### config.mk
export PLATFORM = sky130hd
export DESIGN_NAME = byte_ring_fifo_top_flat
export DESIGN_NICKNAME = d
export VERILOG_FILES = /design/src/rtl/brf_pkg.sv /design/src/rtl/brf_channels.sv /design/src/rtl/byte_ring_fifo_top.sv /design/src/flat_wrapper.sv
export SDC_FILE = /design/constraint.sdc
export NUM_CORES = 2
export LEC_CHECK = 0
export BUFFER_PORTS_ARGS = -buffer_cell sky130_fd_sc_hd__buf_4
export CAP_MARGIN = 20
export CORE_AREA = 10 10 609 492
export DETAILED_ROUTE_END_ITERATION = 7
export DIE_AREA = 0 0 619 502
export SYNTH_ARGS = -nofsm -noshare
export SYNTH_HDL_FRONTEND = slang
export SYNTH_SLANG_ARGS = --single-unit
### constraint.sdc
create_clock -name clock -period 12.2 [get_ports clock]
set_input_delay 0.61 -clock clock [delete_from_list [all_inputs] [get_ports clock]]
set_output_delay 0.61 -clock clock [all_outputs]
set_load 0.05 [all_outputs]
### src/rtl/brf_pkg.sv
// Package for the byte ring FIFO: widths, opcodes and beat payload types.
`timescale 1ns / 1ps
`default_nettype none
package brf_pkg;

   localparam int STORE_DEPTH_DEF = 256;
   localparam int SIZE_W          = 9;
   localparam int BYTE_W          = 8;
   localparam int OVERRUN_W       = 32;
   localparam logic [SIZE_W-1:0] SIZE_RESET = 9'd256;

   typedef enum logic [1:0] {
      OP_PUT   = 2'd0,
      OP_GET   = 2'd1,
      OP_FLUSH = 2'd2,
      OP_NOP   = 2'd3
   } brf_op_type;

   typedef enum logic {
      ST_DONE    = 1'b0,
      ST_REFUSED = 1'b1
   } brf_status_type;

   typedef struct packed {
      brf_op_type        opcode;
      logic [BYTE_W-1:0] put_byte;
   } brf_req_type;

   typedef struct packed {
      brf_status_type       status;
      logic [BYTE_W-1:0]    got_byte;
      logic [SIZE_W-1:0]    fill_count;
      logic [SIZE_W-1:0]    free_space;
      logic                 is_empty;
      logic                 is_full;
      logic [OVERRUN_W-1:0] overrun_total;
   } brf_rsp_type;

endpackage
`default_nettype wire

### src/rtl/brf_channels.sv
// Valid/ready channel interfaces for request, response and size register beats.
`timescale 1ns / 1ps
`default_nettype none
interface brf_req_if import brf_pkg::*; ();
   logic        valid;
   logic        ready;
   brf_req_type data;
   modport source (output valid, output data, input ready);
   modport sink (input valid, input data, output ready);
endinterface

interface brf_rsp_if import brf_pkg::*; ();
   logic        valid;
   logic        ready;
   brf_rsp_type data;
   modport source (output valid, output data, input ready);
   modport sink (input valid, input data, output ready);
endinterface

interface brf_csr_if import brf_pkg::*; ();
   logic              valid;
   logic              ready;
   logic [SIZE_W-1:0] data;
   modport source (output valid, output data, input ready);
   modport sink (input valid, input data, output ready);
endinterface
`default_nettype wire

### src/rtl/byte_ring_fifo_top.sv
// Byte ring FIFO top level: index and count control around one byte store memory.
`timescale 1ns / 1ps
`default_nettype none
// Each request beat is one operation (put, get, flush, no-op) and yields one
// response beat in the cycle after it is taken. Requests are taken every cycle
// while the response register is empty or being drained and no size beat is
// offered, so the block sustains one operation per cycle; the response and the
// byte store memory read are registered. The usable size is the size register
// clamped to the range one to STORE_DEPTH; writing it empties the FIFO but
// keeps the overrun count. The size port is always ready; the user must write
// it only while no operation is in flight, which the block does not enforce.
// The store holds no reset state; only entries already written are read.
module byte_ring_fifo_top
   import brf_pkg::*;
#(
   parameter int STORE_DEPTH = STORE_DEPTH_DEF
) (
   input  wire         clock,
   input  wire         reset,
   brf_req_if.sink     req_bus,
   brf_rsp_if.source   rsp_bus,
   brf_csr_if.sink     csr_bus
);

   localparam int IW = $clog2(STORE_DEPTH);
   localparam int CW = $clog2(STORE_DEPTH + 1);

   logic [BYTE_W-1:0]    store_mem [STORE_DEPTH];
   logic [BYTE_W-1:0]    rdata_ff;

   logic [SIZE_W-1:0]    size_ff,    size_in;
   logic [IW-1:0]        ridx_ff,    ridx_in;
   logic [IW-1:0]        widx_ff,    widx_in;
   logic [CW-1:0]        held_ff,    held_in;
   logic [OVERRUN_W-1:0] overrun_ff, overrun_in;
   logic                 rsp_valid_ff, rsp_valid_in;
   brf_rsp_type          rsp_ff,     rsp_in;
   logic                 got_ok_ff,  got_ok_in;

   logic [CW-1:0]        eff_size;
   logic [CW-1:0]        ridx_inc;
   logic [CW-1:0]        widx_inc;
   logic                 req_take;
   logic                 csr_take;
   logic                 wr_en;
   logic                 rd_en;

   assign req_bus.ready = (!rsp_valid_ff || rsp_bus.ready) && !csr_bus.valid;
   assign csr_bus.ready = 1'b1;
   assign req_take      = req_bus.valid && req_bus.ready;
   assign csr_take      = csr_bus.valid;

   always_comb begin
      if (size_ff == '0) begin
         eff_size = CW'(1);
      end else if (32'(size_ff) > 32'(STORE_DEPTH)) begin
         eff_size = CW'(STORE_DEPTH);
      end else begin
         eff_size = CW'(size_ff);
      end
   end

   assign ridx_inc = CW'(ridx_ff) + CW'(1);
   assign widx_inc = CW'(widx_ff) + CW'(1);

   always_comb begin
      size_in      = size_ff;
      ridx_in      = ridx_ff;
      widx_in      = widx_ff;
      held_in      = held_ff;
      overrun_in   = overrun_ff;
      rsp_valid_in = rsp_valid_ff;
      rsp_in       = rsp_ff;
      got_ok_in    = got_ok_ff;
      wr_en        = 1'b0;
      rd_en        = 1'b0;

      if (rsp_valid_ff && rsp_bus.ready) begin
         rsp_valid_in = 1'b0;
      end

      if (csr_take) begin
         size_in = csr_bus.data;
         ridx_in = '0;
         widx_in = '0;
         held_in = '0;
      end else if (req_take) begin
         rsp_in.status = ST_DONE;
         got_ok_in     = 1'b0;
         unique case (req_bus.data.opcode)
            OP_PUT: begin
               if (held_ff >= eff_size) begin
                  overrun_in    = overrun_ff + OVERRUN_W'(1);
                  rsp_in.status = ST_REFUSED;
               end else begin
                  wr_en   = 1'b1;
                  widx_in = (widx_inc >= eff_size) ? '0 : IW'(widx_inc);
                  held_in = held_ff + CW'(1);
               end
            end
            OP_GET: begin
               if (held_ff == '0) begin
                  rsp_in.status = ST_REFUSED;
               end else begin
                  rd_en     = 1'b1;
                  got_ok_in = 1'b1;
                  ridx_in   = (ridx_inc >= eff_size) ? '0 : IW'(ridx_inc);
                  held_in   = held_ff - CW'(1);
               end
            end
            OP_FLUSH: begin
               ridx_in = '0;
               widx_in = '0;
               held_in = '0;
            end
            OP_NOP: begin
            end
            default: begin
            end
         endcase
         rsp_in.got_byte      = '0;
         rsp_in.fill_count    = SIZE_W'(held_in);
         rsp_in.free_space    = SIZE_W'(eff_size - held_in);
         rsp_in.is_empty      = (held_in == '0);
         rsp_in.is_full       = (held_in >= eff_size);
         rsp_in.overrun_total = overrun_in;
         rsp_valid_in         = 1'b1;
      end
   end

   always_ff @(posedge clock) begin
      if (wr_en) begin
         store_mem[widx_ff] <= req_bus.data.put_byte;
      end
      if (rd_en) begin
         rdata_ff <= store_mem[ridx_ff];
      end
   end

   always_ff @(posedge clock) begin
      if (reset) begin
         size_ff      <= SIZE_RESET;
         ridx_ff      <= '0;
         widx_ff      <= '0;
         held_ff      <= '0;
         overrun_ff   <= '0;
         rsp_valid_ff <= 1'b0;
         got_ok_ff    <= 1'b0;
      end else begin
         size_ff      <= size_in;
         ridx_ff      <= ridx_in;
         widx_ff      <= widx_in;
         held_ff      <= held_in;
         overrun_ff   <= overrun_in;
         rsp_valid_ff <= rsp_valid_in;
         got_ok_ff    <= got_ok_in;
      end
   end

   always_ff @(posedge clock) begin
      rsp_ff <= rsp_in;
   end

   always_comb begin
      rsp_bus.data = rsp_ff;
      if (got_ok_ff) begin
         rsp_bus.data.got_byte = rdata_ff;
      end
   end

   assign rsp_bus.valid = rsp_valid_ff;

endmodule
`default_nettype wire
### src/flat_wrapper.sv
// flat-port wrapper written by rule: the top's interface ports become plain ports
module byte_ring_fifo_top_flat import brf_pkg::*;
#(
   parameter int STORE_DEPTH = STORE_DEPTH_DEF
)
  (clock, reset, req_bus_valid, req_bus_data, req_bus_ready, rsp_bus_valid, rsp_bus_data, rsp_bus_ready, csr_bus_valid, csr_bus_data, csr_bus_ready);
  brf_req_if req_bus_i ();
  brf_rsp_if rsp_bus_i ();
  brf_csr_if csr_bus_i ();
  input  wire clock;
  input  wire reset;
  input wire logic [$bits(req_bus_i.valid)-1:0] req_bus_valid;
  input wire logic [$bits(req_bus_i.data)-1:0] req_bus_data;
  output wire logic [$bits(req_bus_i.ready)-1:0] req_bus_ready;
  output wire logic [$bits(rsp_bus_i.valid)-1:0] rsp_bus_valid;
  output wire logic [$bits(rsp_bus_i.data)-1:0] rsp_bus_data;
  input wire logic [$bits(rsp_bus_i.ready)-1:0] rsp_bus_ready;
  input wire logic [$bits(csr_bus_i.valid)-1:0] csr_bus_valid;
  input wire logic [$bits(csr_bus_i.data)-1:0] csr_bus_data;
  output wire logic [$bits(csr_bus_i.ready)-1:0] csr_bus_ready;
  assign req_bus_i.valid = req_bus_valid;
  assign req_bus_i.data = req_bus_data;
  assign req_bus_ready = req_bus_i.ready;
  assign rsp_bus_valid = rsp_bus_i.valid;
  assign rsp_bus_data = rsp_bus_i.data;
  assign rsp_bus_i.ready = rsp_bus_ready;
  assign csr_bus_i.valid = csr_bus_valid;
  assign csr_bus_i.data = csr_bus_data;
  assign csr_bus_ready = csr_bus_i.ready;
  byte_ring_fifo_top #(.STORE_DEPTH(STORE_DEPTH)) u_core (.clock(clock), .reset(reset), .req_bus(req_bus_i), .rsp_bus(rsp_bus_i), .csr_bus(csr_bus_i));
endmodule
==> results.md <==
- Max Clk Rate: 0.186 GHz
- CP Class: flop to flop
- Die Height: 502 um
- Worst-path clk slew: 0.06 ns
- Post-Synthesis Cells: 4283
- Total congestion overflow: 0
- Area leader, netlist: edfxtp_1
- Initial DRC count: 5213
- Max-cap viol count: 0
- Antenna violations before repair: 12
- Initial Utilization: 30.0%
- First-pass GRT wire length: 316 mm
- Status: finished clean
- Netlist cell types: 74
- Worst Path Max Fanout: 16
- Die area: 311000 um^2
- Nets@finish: 4464
- Hold Path Depth: 3
- P&R area growth vs syn: 13.6%
- Vias/cell: 5.13
- Slew Viols, Final: 0
- Setup crit end kind: flop
- Pin slew with the least headroom to its limit: 1.16 ns
- HP Class: input port to flop
- RSZ-0062 raised after global routing: no
- Clk buf depth: 4
- Finished Layout Cells: 8372
- R2r setup slk: 6.82 ns
- Overall routed net length: 219 mm
- Placed cell area: 90900 um^2
- Synth Area per Inst: 20.0 um^2
- Clk_lat worst skew: 0.86 ns
- Synth area leaders: edfxtp_1, mux4_2, dfxtp_1
- Cells after DPL: 8010
- Post_cts resized: 0
- Final Setup Violations: 0
- Fill count: 26.5k
- Routed vias: 42.9k
- GRT Total Usage: 13.7%
- Reg2reg path depth: 12
- Sequential cell area: 64700 um^2
- Period utilisation layout: 44.1%
- Largest net degree at the start of global routing: 168
- Share of the synthesized area in the top cell type: 73.8%
- Worst vdd ir: 0.100 mV
- Flops & latches, synth: 2177
- Ys flop type: edfxtp_1
- Vias in the first global route: 42.2k
- Residual DRC: 0
- Buffers on Ports: 86
- Total I/O pin count: 88
- Setup TNS: 0 ns
- DRT Pass-1 Iters: 5
- P_leak: 28.8 nW
- Hold_buf cts: 4
- Syn_nets: 4352
- Worst EP arrival: 5.84 ns
- Post-CTS setup buffer count: 0
- R2r endpoint: u_core.store_mem[57][0]
- Post-synthesis sequential area ratio: 75.4%
- Reg2reg start: u_core.size_ff[4]
- CTS tree: yes
- Slew HR: 22.6%
- Post-Synthesis Cell Area: 85800 um^2
- Crit start category: flop
- Pwr dens: 153 nW/um^2
- H-tree Lvls: 4
- Final hold viol count: 0
- Hold Startpoint: csr_bus_data[1]
- CP required: 12.66 ns
- Skew final: 0.0794 ns
- Post-route cell area: 97500 um^2
- FFs w/ async S/R, synth: 0%
- CTS root buf: clkbuf_16
- Die width: 619 um
- Area of the multi-input gates: 20000 um^2
- Count of clock tree sinks: 2177
- Num CTS Buffers: 206
- Post-synth EDFFs: 2109
- Ratio of cells with drive above 1 in the final layout: 22.8%
- Antenna viol nets, final: 0
- Hold Crit Endpoint: u_core.size_ff[1]
- Gpl congestion: 0.829
- Routed len/inst: 26.2 um
- Hpwl dp: 131 mm
- YS warnings: 0
- Period minus WS final: 5.38 ns
- Num rows: 176
- Core Box Area: 286000 um^2
sequential cells by signal, summed over array words and instances (netlist names):
register and cells:
u_core.rsp_bus.valid 1, u_core.rsp_bus.data 53, u_core.rdata_ff 8, u_core.held_ff 9, u_core.size_ff 9, u_core.widx_ff 8, u_core.got_ok_ff 1, u_core.ridx_ff 8
u_core.store_mem 2048, u_core.overrun_ff 32
Yosys cell counts (all sizes together), types with 35 or more instances:
cell	count
a21oi	92
a22oi	68
buf	109
clkbuf	146
dfxtp	68
edfxtp	2109
ha	44
inv	43
mux2i	104
mux4	536
nand2	98
nand3	59
nor2	357
nor3	38
o22ai	41
xnor2	35
xor2	36
cell usage in the layout, fill, tap and decap left out, types with 62 or more instances in the layout:
cell | synthesis | final
a21oi_1 | 92 | 92
clkbuf_16 | 0 | 207
dfxtp_1 | 68 | 62
nor2_1 | 355 | 354
buf_4 | 5 | 140
mux2i_1 | 104 | 104
edfxtp_1 | 2109 | 2109
a22oi_1 | 68 | 68
nand2_1 | 98 | 89
mux4_2 | 536 | 536
area by class of cell:
type / instances / area share (%)
antenna: 2 / 0.00513
tap: 3827 / 4.91
clock inverter: 122 / 1.24
timing repair buffer: 159 / 1.38
inverter: 45 / 0.175
sequential: 2177 / 66.4
clock buffer: 234 / 5.43
multi-input combinational: 1806 / 20.5
worst max-delay path by stage:
| stage | cells after the start | slack (ns) | to | startpoint |
|---|---|---|---|---|
| after floorplan | 18 | 8.11 | u_core.rsp_bus.data[41] | u_core.size_ff[4] |
| after global placement | 12 | 6.66 | u_core.store_mem[50][0] | u_core.size_ff[4] |
| after detailed placement | 12 | 6.82 | u_core.store_mem[61][5] | u_core.size_ff[4] |
| after CTS | 12 | 6.80 | u_core.store_mem[61][6] | u_core.size_ff[4] |
| after global routing | 12 | 6.34 | u_core.store_mem[63][6] | u_core.size_ff[4] |
| final | 12 | 6.82 | u_core.store_mem[57][0] | u_core.size_ff[4] |
metrics by stage:
| stage | utilization (%) | setup slack [ns] | power (mW) | hold WS, ns |
|---|---|---|---|---|
| after floorplan | - | 8.11 | 8.51 | 0.459 |
| after global placement | 31.7 | 6.66 | 8.71 | 0.471 |
| after detailed placement | 31.7 | 6.82 | 8.72 | 0.482 |
| after CTS | 34.0 | 6.80 | 15.0 | 0.00232 |
| after global routing | 34.0 | 6.34 | 15.3 | 0.0533 |
| final | 34.0 | 6.82 | 14.9 | 0.0599 |
power by group:
part / internal (mW) / switching (mW)
clock network: 3.58 / 2.74
registers: 8.21 / 0.0120
logic: 0.0712 / 0.254
total: 11.9 / 3.01
worst max-delay path, cell delays in order, from the launching register on:
cell     delay (ns)
dfxtp_1        0.34
nor4_1         0.40
a21oi_1        0.17
nor2_1         0.32
ha_1           0.30
nor3b_1        0.24
o21a_1         0.20
o211a_1        0.40
nand3_1        0.54
nor3_1         0.31
buf_4          0.21
nand3_1        0.70
nor2_1         0.86
per-layer routing:
layer | vias up | track usage (%) | share of wire, %
li1 | 17800 | - | -
met1 | 22700 | 20.4 | 44
met2 | 2110 | 19.7 | 43
met3 | 302 | 3.75 | 10
met4 | 2 | 3.18 | 2.3
met5 | - | 0 | 0.0059
kinds of logic after synthesis:
group                      share of synthesized area [%]
DFF                                                 75.4
and+or+nand+nor                                     3.63
muxes                                               15.3
AOI/OAI and AO/OA                                   2.83
buffers and inverters                               1.42
xor gates and xnor gates                           0.725
adders and majority gates                          0.665
other                                            0.00437
(Power assumes the default switching activity.)
